**config.mk**
```make
export PLATFORM = sky130hd
export DESIGN_NAME = ttcb_front
export DESIGN_NICKNAME = d
export VERILOG_FILES = /design/src/ttcb_pkg.sv /design/src/ttcb_front.sv
export SDC_FILE = /design/constraint.sdc
export NUM_CORES = 1
export LEC_CHECK = 0
export BUFFER_PORTS_ARGS = -buffer_cell sky130_fd_sc_hd__buf_2
export CELL_PAD_IN_SITES_DETAIL_PLACEMENT = 0
export CELL_PAD_IN_SITES_GLOBAL_PLACEMENT = 1
export CORE_UTILIZATION = 48
export DETAILED_ROUTE_END_ITERATION = 8
export PLACE_DENSITY = 0.91
export SLEW_MARGIN = 0
export SYNTH_ARGS = -nofsm -noshare
export SYNTH_HDL_FRONTEND = slang
export SYNTH_SLANG_ARGS = --single-unit
```
**constraint.sdc**
```tcl
create_clock -name clk_i -period 7.3 [get_ports clk_i]
set_input_delay 0.73 -clock clk_i [delete_from_list [all_inputs] [get_ports clk_i]]
set_output_delay 0.73 -clock clk_i [all_outputs]
set_load 0.05 [all_outputs]
```
**src/ttcb_pkg.sv**
```systemverilog
// Shared types and constants for the text terminal cell buffer.
// Used by ttcb_front, ttcb_back and the top level; depends on nothing else.
package ttcb_pkg;

  localparam int MAX_COLUMNS_DEF = 128;
  localparam int MAX_ROWS_DEF    = 32;

  // Width of internal grid dimensions; wide enough for 256.
  localparam int DIM_W = 9;
  localparam int PRD_W = 2 * DIM_W;

  localparam int KIND_W  = 3;
  localparam int CHAR_W  = 8;
  localparam int COLA_W  = 7;
  localparam int ROWA_W  = 5;
  localparam int LINES_W = 6;
  localparam int MARG_W  = 7;
  localparam int CELL_W  = 16;
  localparam int CCOL_W  = 8;
  localparam int CROW_W  = 5;
  localparam int BRK_W   = 16;
  localparam int CFGI_W  = 2;
  localparam int CFGD_W  = 16;
  localparam int ACOL_W  = 8;
  localparam int AROW_W  = 6;

  // Item kinds.
  localparam logic [KIND_W-1:0] K_PUT    = 3'd0;
  localparam logic [KIND_W-1:0] K_ECHO   = 3'd1;
  localparam logic [KIND_W-1:0] K_SETCUR = 3'd2;
  localparam logic [KIND_W-1:0] K_CLEAR  = 3'd3;
  localparam logic [KIND_W-1:0] K_SCROLL = 3'd4;
  localparam logic [KIND_W-1:0] K_MARGIN = 3'd5;
  localparam logic [KIND_W-1:0] K_READ   = 3'd6;

  // Configuration register indexes.
  localparam logic [CFGI_W-1:0] CFG_COLS  = 2'd0;
  localparam logic [CFGI_W-1:0] CFG_ROWS  = 2'd1;
  localparam logic [CFGI_W-1:0] CFG_STYLE = 2'd2;

  // Character codes.
  localparam logic [CHAR_W-1:0] CHAR_DEL       = 8'h7f;
  localparam logic [CHAR_W-1:0] CHAR_CR        = 8'h0d;
  localparam logic [CHAR_W-1:0] CHAR_LF        = 8'h0a;
  localparam logic [CHAR_W-1:0] CHAR_CTRL_LAST = 8'h1a;
  localparam logic [CHAR_W-1:0] CHAR_SPACE     = 8'h20;
  localparam logic [CELL_W-1:0] CELL_BLANK     = 16'h0020;

  typedef enum logic [2:0] {
    OP_PUT, OP_ECHO, OP_SETCUR, OP_CLEAR, OP_SCROLL, OP_MARGIN, OP_READ, OP_NOP
  } op_e;

  typedef enum logic [1:0] {
    CH_NONE, CH_DEL, CH_NL, CH_GLYPH
  } chr_e;

  typedef struct packed {
    op_e                 op;
    chr_e                cls;
    logic [CELL_W-1:0]   glyph;
    logic [COLA_W-1:0]   col;
    logic [ROWA_W-1:0]   row;
    logic [LINES_W-1:0]  lines;
    logic [MARG_W-1:0]   lreq;
    logic [MARG_W-1:0]   rreq;
  } cmd_t;

endpackage

```
**src/ttcb_front.sv**
```systemverilog
// Front end: accepts items, classifies kind and character, and queues commands.
// Depends on ttcb_pkg.
module ttcb_front
  import ttcb_pkg::*;
(
  input  logic                clk_i,
  input  logic                rst_ni,
  input  logic                in_valid_i,
  output logic                in_stall_o,
  input  logic [KIND_W-1:0]   kind_i,
  input  logic [CHAR_W-1:0]   char_code_i,
  input  logic [COLA_W-1:0]   col_arg_i,
  input  logic [ROWA_W-1:0]   row_arg_i,
  input  logic [LINES_W-1:0]  scroll_lines_i,
  input  logic [MARG_W-1:0]   left_request_i,
  input  logic [MARG_W-1:0]   right_request_i,
  input  logic                hold_i,
  output logic                cmd_valid_o,
  output cmd_t                cmd_o,
  input  logic                cmd_pop_i
);

  cmd_t       q_mem [2];
  logic       wr_ptr_q, rd_ptr_q;
  logic [1:0] count_q;
  cmd_t       cmd_new;
  logic       push, pop;

  always_comb begin
    cmd_new       = '0;
    cmd_new.col   = col_arg_i;
    cmd_new.row   = row_arg_i;
    cmd_new.lines = scroll_lines_i;
    cmd_new.lreq  = left_request_i;
    cmd_new.rreq  = right_request_i;
    unique case (kind_i)
      K_PUT:    cmd_new.op = OP_PUT;
      K_ECHO:   cmd_new.op = OP_ECHO;
      K_SETCUR: cmd_new.op = OP_SETCUR;
      K_CLEAR:  cmd_new.op = OP_CLEAR;
      K_SCROLL: cmd_new.op = OP_SCROLL;
      K_MARGIN: cmd_new.op = OP_MARGIN;
      K_READ:   cmd_new.op = OP_READ;
      default:  cmd_new.op = OP_NOP;
    endcase
    if (char_code_i == CHAR_DEL) begin
      cmd_new.cls = CH_DEL;
    end else if (char_code_i == CHAR_CR || char_code_i == CHAR_LF) begin
      cmd_new.cls = CH_NL;
    end else if (char_code_i > CHAR_CTRL_LAST && char_code_i < CHAR_DEL) begin
      cmd_new.cls   = CH_GLYPH;
      cmd_new.glyph = {8'h00, char_code_i};
    end else if (char_code_i > CHAR_DEL) begin
      cmd_new.cls   = CH_GLYPH;
      cmd_new.glyph = {char_code_i, 8'h00};
    end else begin
      cmd_new.cls = CH_NONE;
    end
  end

  assign in_stall_o  = (count_q == 2'd2) || hold_i;
  assign push        = in_valid_i && !in_stall_o;
  assign pop         = cmd_pop_i && (count_q != 2'd0);
  assign cmd_valid_o = (count_q != 2'd0);
  assign cmd_o       = q_mem[rd_ptr_q];

  always_ff @(posedge clk_i) begin
    if (push) begin
      q_mem[wr_ptr_q] <= cmd_new;
    end
  end

  always_ff @(posedge clk_i or negedge rst_ni) begin
    if (!rst_ni) begin
      wr_ptr_q <= 1'b0;
      rd_ptr_q <= 1'b0;
      count_q  <= 2'd0;
    end else begin
      if (push) wr_ptr_q <= !wr_ptr_q;
      if (pop)  rd_ptr_q <= !rd_ptr_q;
      count_q <= count_q + 2'(push) - 2'(pop);
    end
  end

endmodule

```
== Word-level counts from Yosys, hierarchy flattened ==
Memory sizes are Yosys's and may differ from the RTL's.
Index checks and enable logic that the tools add are counted.
W data, S select, Z words.

* Bits in registers: 4
* RAM bits: 106
* Bits of input ports: 48
* Output and inout port bits: 55
* Logic and storage cells: 39
* Memories: 1

* Add/sub/neg operators: 2
* Order comparisons: 3
* Equal/unequal tests: 10
* Mux-type cells: 10
* Reduce and logical (&&, ||, !) cells: 10

{| class="wikitable"
|+ Memory list
! name !! words !! bits a word !! rd ports !! clocked after Yosys merged registers in !! wr ports !! RTL line !! text
|-
| q_mem || 2 || 53 || 1 || 0 || 1 || ttcb_front.sv:23 || <nowiki>cmd_t q_mem [2];</nowiki>
|}

{| class="wikitable"
|+ Operator list
! operator !! number
|-
| $mux W16 || 3
|-
| $pmux W3 S7 || 1
|-
| $mux W18 || 1
|-
| $eq A8 B4 Y1 const B || 2
|-
| $eq A3 B3 Y1 const B || 3
|-
| $eq A8 B7 Y1 const B || 1
|-
| $gt A8 B5 Y1 const B || 1
|-
| $gt A8 B7 Y1 const B || 1
|-
| $lt A8 B7 Y1 const B || 1
|-
| $eq A3 B2 Y1 const B || 2
|-
| $mux W2 || 3
|-
| $eq A3 B1 Y1 const B || 1
|-
| $logic_and A1 B1 Y1 || 3
|-
| $logic_not A1 Y1 || 3
|-
| $logic_not A3 Y1 || 1
|-
| $add A2 B1 Y2 || 1
|-
| $eq A2 B2 Y1 const B || 1
|-
| $logic_or A1 B1 Y1 || 2
|-
| $mux W1 || 2
|-
| $reduce_bool A2 Y1 || 1
|-
| $sub A2 B1 Y2 || 1
|}

== Logic depth before layout (Yosys ltp) ==
Gate-level depths: netlist (run 1).

* Depth in word-level cells: 6
* Depth in mapped cells: 7

== Worst setup path after synthesis (run 1) ==
No wires, ideal clock.

* Path kind: input -> register
* Start: input port hold_i
* End: memory q_mem[0][0] in the netlist's numbering, enable pin
* Setup time: 0.464 ns
* Arrival: 3.285 ns
* Data required time: 6.836 ns
* Setup slack: 3.551 ns
* Stages: 2
* Path through: a211o_1 -> nor2_1

* Word-level cells in the longest chain between the ends: 5

{| class="wikitable"
|+ RTL lines
! item !! RTL line !! text
|-
| from (decl) || ttcb_front.sv:17 || <nowiki>input logic hold_i,</nowiki>
|-
| $logic_or A1 B1 Y1 || ttcb_front.sv:61 || <nowiki>assign in_stall_o = (count_q == 2'd2) || hold_i;</nowiki>
|-
| $logic_not A1 Y1 || ttcb_front.sv:62 || <nowiki>assign push = in_valid_i && !in_stall_o;</nowiki>
|-
| $logic_and A1 B1 Y1 || ttcb_front.sv:62 ||
|-
| $mux W1 || ttcb_front.sv:68 || <nowiki>if (push) begin</nowiki>
|-
| $mux W1 (implied by the code) || ttcb_front.sv:69 || <nowiki>q_mem[wr_ptr_q] <= cmd_new;</nowiki>
|-
| to (decl) || ttcb_front.sv:23 ||
|}

No other way between the ends.

==> results of run 1 <==
final timing paths:
check	startpoint	to	slack, ns	depth (start not counted)
setup / recovery	rd_ptr_q	cmd_o[3]	4.69	3
hold / removal	rst_ni	count_q[0]	0.17	1
setup reg to reg	count_q[0]	q_mem[0][26]	5.04	4
hold reg to reg	count_q[1]	count_q[1]	0.54	1
max in group asynchronous	rst_ni	rd_ptr_q	6.99	1
min in group clk_i	count_q[1]	count_q[1]	0.54	1
sequential cells by signal, indices dropped and copies added (netlist names):
| signal | cells |
|---|---|
| q_mem | 106 |
| count_q | 2 |
| wr_ptr_q | 1 |
| rd_ptr_q | 1 |
stage by stage:
stage	instance area, µm²	setup WS (ns)
floorplan	4240	3.55
global placement	4880	4.69
detailed placement	4880	4.64
CTS	5040	4.63
global route	5040	4.56
finish	5040	4.69
cell type report:
cell class	count	area share (%)
clock buffer	9	2.46
clock inverter	6	0.794
multi-input combinational	93	17.9
tap	105	2.60
sequential	110	65.1
timing repair buffer	105	10.6
inverter	7	0.521
synthesized netlist by cell type (all sizes together):
cell / number / area, µm²
mux2: 53 / 597
o31ai: 1 / 21.3
nand4: 1 / 12.5
clkbuf: 4 / 15.0
and2: 6 / 38.8
nand3b: 1 / 7.51
a211o: 1 / 8.76
o211a: 1 / 10.0
edfxtp: 106 / 3180
nor3: 1 / 5.00
nor2: 7 / 26.3
a21oi: 2 / 10.0
nor3b: 5 / 37.5
dfrtp: 4 / 100
buf: 6 / 30.0
inv: 7 / 26.3
ha: 2 / 25.0
o21ai: 1 / 5.00
a21o: 1 / 7.51
xor2: 1 / 8.76
nand2: 1 / 3.75
xnor2: 3 / 26.3
o221ai: 1 / 15.0
and3b: 1 / 10.0
or2: 1 / 6.26
conb: 1 / 3.75
power groups by stage:
stage               Combinational (mW)  Clock [mW]  Sequential (mW)
finish                           0.817       0.304            0.811
detailed placement               0.826           0            0.827
global route                     0.870       0.339            0.819
floorplan                        0.670           0            0.823
CTS                              0.830       0.317            0.812
global placement                 0.823           0            0.822
per-layer routing:
| metal | GRT usage [%] | vias to the layer above | share of wire [%] |
|---|---|---|---|
| met1 | 18.9 | 1047 | 43 |
| met4 | 5.72 | 0 | 0.87 |
| li1 | - | 1040 | - |
| met5 | 0 | - | 0 |
| met3 | 4.50 | 9 | 6.4 |
| met2 | 25.5 | 80 | 50 |
cells by family after synthesis:
group           after synthesis  synth area share, %
compound gates                8                 1.83
xor+xnor                      4                0.826
buf+inv                      17                 1.68
mux                          53                 14.1
flops                       110                 77.4
fa+ha+maj                     2                0.590
simple gates                 24                 3.48
other cells                   1               0.0884
==> results.yml, run 1 <==
floorplan:
  die_w_um: 96.0
  die_area_um2: 9210
  row_count: 33
  design.core.area_um2: 8380
  design.portCount: 103
  start_util_pct: 50.6
  die-height_um: 96.0
setup_path:
  cp_num_buf_inv: 2
  cp_max_fo: 54
  cp_slowest_cell: "buf_4"
  critPathMaxStageDelay_ns: 0.55
  crit_chain: "buf_4 -> mux2_2 -> buf_2"
  cp.required_ns: 6.57
  critical_path.endpoint_type: "primary output"
  critPathArrivalTime_ns: 1.88
  criticalPathCategory: "flop to primary output"
  worst_setup_path_start_kind: "flop"
  worst_path_dominant_cell_family: "buffers and inverters"
power:
  pwr-share-seq_pct: 42.0
  power_mw: 1.93
  switchingPower_mw: 0.792
  p_clk_share_pct: 15.7
  ir_drop_mv: 0.228
  p_int_mw: 1.14
  leakage_nw: 1.87
  power_density_nw_per_um2: 383
  p_sw_share_pct: 41.0
  p_comb_share_pct: 42.3
drt:
  drt-total-wl_mm: 6.54
  antenna_left: 0
  vias: 2176
  drt_iter0_markers: 70
  drc: 0
  via_per_inst: 5.00
  drt_pass1_iterations: 4
  wl_per_cell_um: 15.0
global_route:
  grtUsageTotal_pct: 15.3
  grt_overflow: 0
  grt_antenna_before_repair: 0
  grt_pass1_wl_mm: 10.4
  grt_max_degree: 55
  grt_pass1_vias: 2182
sta:
  slew_violations: 0
  period_share_pct: 35.8
  slew_headroom_pct: 54.9
  fin_crit_ns: 2.61
  worstMarginPinSlew_ns: 0.676
  grt_setup_unrepaired: "false"
  setup_viol_count_final: 0
  timing.final.hold_violations: 0
  hold_ws_ns: 0.166
  fmax_mhz: 382
  fin_skew_ns: 0.0112
  setup_tns_ns: 0
clock_network:
  post_cts_buffers: 0
  cts.htree.levels: 3
  cts_tree: "yes"
  cts_resized: 0
  clockBufferDepth: 2
  cts_made_buffers: 9
  clk-insertion-delay-late_ns: 0.35
  root_buffer: "clkbuf_8"
  postCtsHoldBufs: 0
  path_clk_slew_ns: 0.10
  cts_sinks: 110
min_path:
  hold_path.class: "primary input to asynchronous set/reset pin"
placed_design:
  gp_congestion: 0.744
  port_buffers: 102
  hpwl_mm: 4.35
  dp_cells: 420
finish:
  regArea_um2: 3280
  nets: 376
  final_common_cell: "edfxtp_1"
  final_cell_mix: "106 x edfxtp_1, 102 x buf_2, 53 x mux2_2"
  layout-drive-gt1-share_pct: 54.8
  stdcell_count: 435
  diodes: 0
  nFillCells: 685
  multi_input_area_um2: 905
  finish.utilization_pct: 60.2
  syn_to_final_growth_pct: 18.9
synthesis:
  synthCells: 219
  netlist_area_um2: 4240
  seq_area_frac_synth_pct: 77.4
  yosysWarnings: 0
  synth_area_per_cell_um2: 19.4
  ys_seq_elements: 110
  synth.distinct_cells: 27
run:
  maxCapViolCount: 0
run_status:
  outcome: "finished clean"
Power figures use the tool's default switching activity.
==> run 2: changes to the inputs <==
--- a/config.mk
+++ b/config.mk
@@ -8,9 +8,9 @@
 export BUFFER_PORTS_ARGS = -buffer_cell sky130_fd_sc_hd__buf_2
 export CELL_PAD_IN_SITES_DETAIL_PLACEMENT = 0
 export CELL_PAD_IN_SITES_GLOBAL_PLACEMENT = 1
-export CORE_UTILIZATION = 48
+export CORE_UTILIZATION = 40
 export DETAILED_ROUTE_END_ITERATION = 8
-export PLACE_DENSITY = 0.91
+export PLACE_DENSITY = 0.82
 export SLEW_MARGIN = 0
 export SYNTH_ARGS = -nofsm -noshare
 export SYNTH_HDL_FRONTEND = slang
==> constraint.sdc (replaced) <==
create_clock -name clk_i -period 2.3 [get_ports clk_i]
set_input_delay 0.23 -clock clk_i [delete_from_list [all_inputs] [get_ports clk_i]]
set_output_delay 0.23 -clock clk_i [all_outputs]
set_load 0.05 [all_outputs]
==> results.yml, run 2 (synthesis gave the netlist of run 1 again) <==
setup_path:
  criticalPathCategory: "flop to primary output"
  r2r-start: "count_q[1]"
  critPathArrivalTime_ns: 1.65
  r2r_setup_slack_ns: 0.51
  critPathMaxStageDelay_ns: 0.38
  crit_chain: "buf_12 -> mux2_2 -> buf_2"
  cp.required_ns: 2.07
  crit_cells: 3
  worst_path_dominant_cell_family: "buffers and inverters"
  cp_num_buf_inv: 2
  cp_slowest_cell: "dfrtp_2"
  crit_end: "cmd_o[18]"
  cp-startpoint: "rd_ptr_q"
  reg2reg_to: "count_q[1]"
  cp_max_fo: 54
  critical_path.endpoint_type: "primary output"
  reg2reg_depth: 7
  worst_setup_path_start_kind: "flop"
global_route:
  grtUsageTotal_pct: 13.9
  grt_pass1_wl_mm: 11.5
  grt_antenna_before_repair: 0
  grt_pass1_vias: 2339
  grt_overflow: 0
  grt_max_degree: 55
clock_network:
  root_buffer: "clkbuf_8"
  cts_resized: 0
  clockBufferDepth: 2
  cts_made_buffers: 9
  cts_tree: "yes"
  cts.htree.levels: 3
  path_clk_slew_ns: 0.11
  cts_sinks: 110
  clk-insertion-delay-late_ns: 0.36
finish:
  syn_to_final_growth_pct: 21.2
  top_register: "q_mem"
  top_regs: "q_mem x106, count_q x2"
  final_cell_mix: "106 x edfxtp_1, 102 x buf_2, 53 x mux2_2"
  diodes: 0
  layout-drive-gt1-share_pct: 55.1
  largest_register_ffs: 106
  nFillCells: 895
  nets: 379
  regArea_um2: 3280
  final_common_cell: "edfxtp_1"
  finish.utilization_pct: 49.8
  multi_input_area_um2: 905
floorplan:
  die_area_um2: 11000
  row_count: 37
  design.portCount: 103
  die_w_um: 105
  start_util_pct: 41.1
  die-height_um: 105
  design.core.area_um2: 10300
power:
  pwr-share-seq_pct: 40.9
  switchingPower_mw: 2.62
  p_sw_share_pct: 41.6
  power_density_nw_per_um2: 1230
  p_clk_share_pct: 16.8
  ir_drop_mv: 0.448
  p_comb_share_pct: 42.3
  leakage_nw: 1.90
  p_int_mw: 3.68
  power_mw: 6.30
drt:
  via_per_inst: 4.77
  wl_per_cell_um: 15.4
  drt_pass1_iterations: 4
  drt-total-wl_mm: 7.24
  vias: 2241
  antenna_left: 0
  drt_iter0_markers: 80
  drc: 0
sta:
  fmax_mhz: 531
  grt_setup_unrepaired: "false"
  fin_skew_ns: 0.00739
  timing.final.hold_violations: 0
  fin_crit_ns: 1.88
  period_share_pct: 81.9
  setup_viol_count_final: 0
  setup_tns_ns: 0
  slew_violations: 0
placed_design:
  hpwl_mm: 4.78
  gp_congestion: 0.762
  port_buffers: 102
min_path:
  hold_path.class: "primary input to flop"
run:
  maxCapViolCount: 0
run_status:
  outcome: "finished clean"
-- run 2: cell types whose count changed in the layout (fill, tap and decap cells not counted), sizes merged --
cell / delta
buf: +2
inv: +2
clkbuf: +1
clkinv: -1
clkinvlp: -1
dlygate4sd3: +1
-- run 2: how the worst min path moves through the flow --
stage | slack, ns | startpoint | depth (start not counted) | end
floorplan | -0.07 | rst_ni | 0 | count_q[0]
global placement | 0.04 | rst_ni | 1 | count_q[1]
detailed placement | 0.05 | rst_ni | 1 | count_q[0]
CTS | 0.03 | left_request_i[6] | 1 | q_mem[0][13]
global route | 0.02 | right_request_i[0] | 1 | q_mem[1][0]
finish | 0.05 | right_request_i[5] | 1 | q_mem[1][5]
-- run 2: worst reg2reg max path, stage by stage, from the launching register on --
cell     delay (ns)
dfrtp_1        0.43
or2_2          0.32
and2_1         0.19
ha_1           0.28
inv_1          0.04
ha_1           0.17
xnor2_1        0.17
xnor2_1        0.13
-- run 2: layout make-up --
type	instances	area share, %
Sequential cell	110	63.9
Multi-Input combinational cell	93	17.6
Timing Repair Buffer	108	11.1
Tap cell	136	3.31
Clock buffer	10	2.48
Clock inverter	6	1.07
Inverter	7	0.511
-- run 2: power by group through the flow --
| stage | combinational [mW] | sequential (mW) | clock, mW |
|---|---|---|---|
| floorplan | 2.13 | 2.60 | 0 |
| global placement | 2.68 | 2.61 | 0 |
| detailed placement | 2.69 | 2.63 | 0 |
| CTS | 2.70 | 2.58 | 1.10 |
| global route | 2.80 | 2.60 | 1.18 |
| finish | 2.66 | 2.58 | 1.06 |
-- run 2: metal layers --
layer  global-route usage, %  share of wire, %  wire (µm)
met3                    3.37               6.3        456
met5                       0                 0          0
met2                    23.6                50       3620
met1                    17.0                43       3090
met4                    5.73              0.90         65
-- run 2: through the flow --
| step | instances | area [µm²] | hold slack (ns) | setup slack (ns) |
|---|---|---|---|---|
| final | 470 | 5140 | 0.0513 | 0.416 |
| after global routing | 470 | 5140 | 0.0170 | 0.339 |
| after CTS | 470 | 5140 | 0.0271 | 0.384 |
| after detailed placement | 453 | 4950 | 0.0486 | 0.517 |
| after global placement | 453 | 4950 | 0.0420 | 0.574 |
| after floorplan | 220 | 4250 | -0.0656 | -0.255 |
-- run 2: what timing repair did --
action	in CTS	in global routing
setup buffers	0	0
hold buffers	1	0
endpoints found under the hold margin	4	0
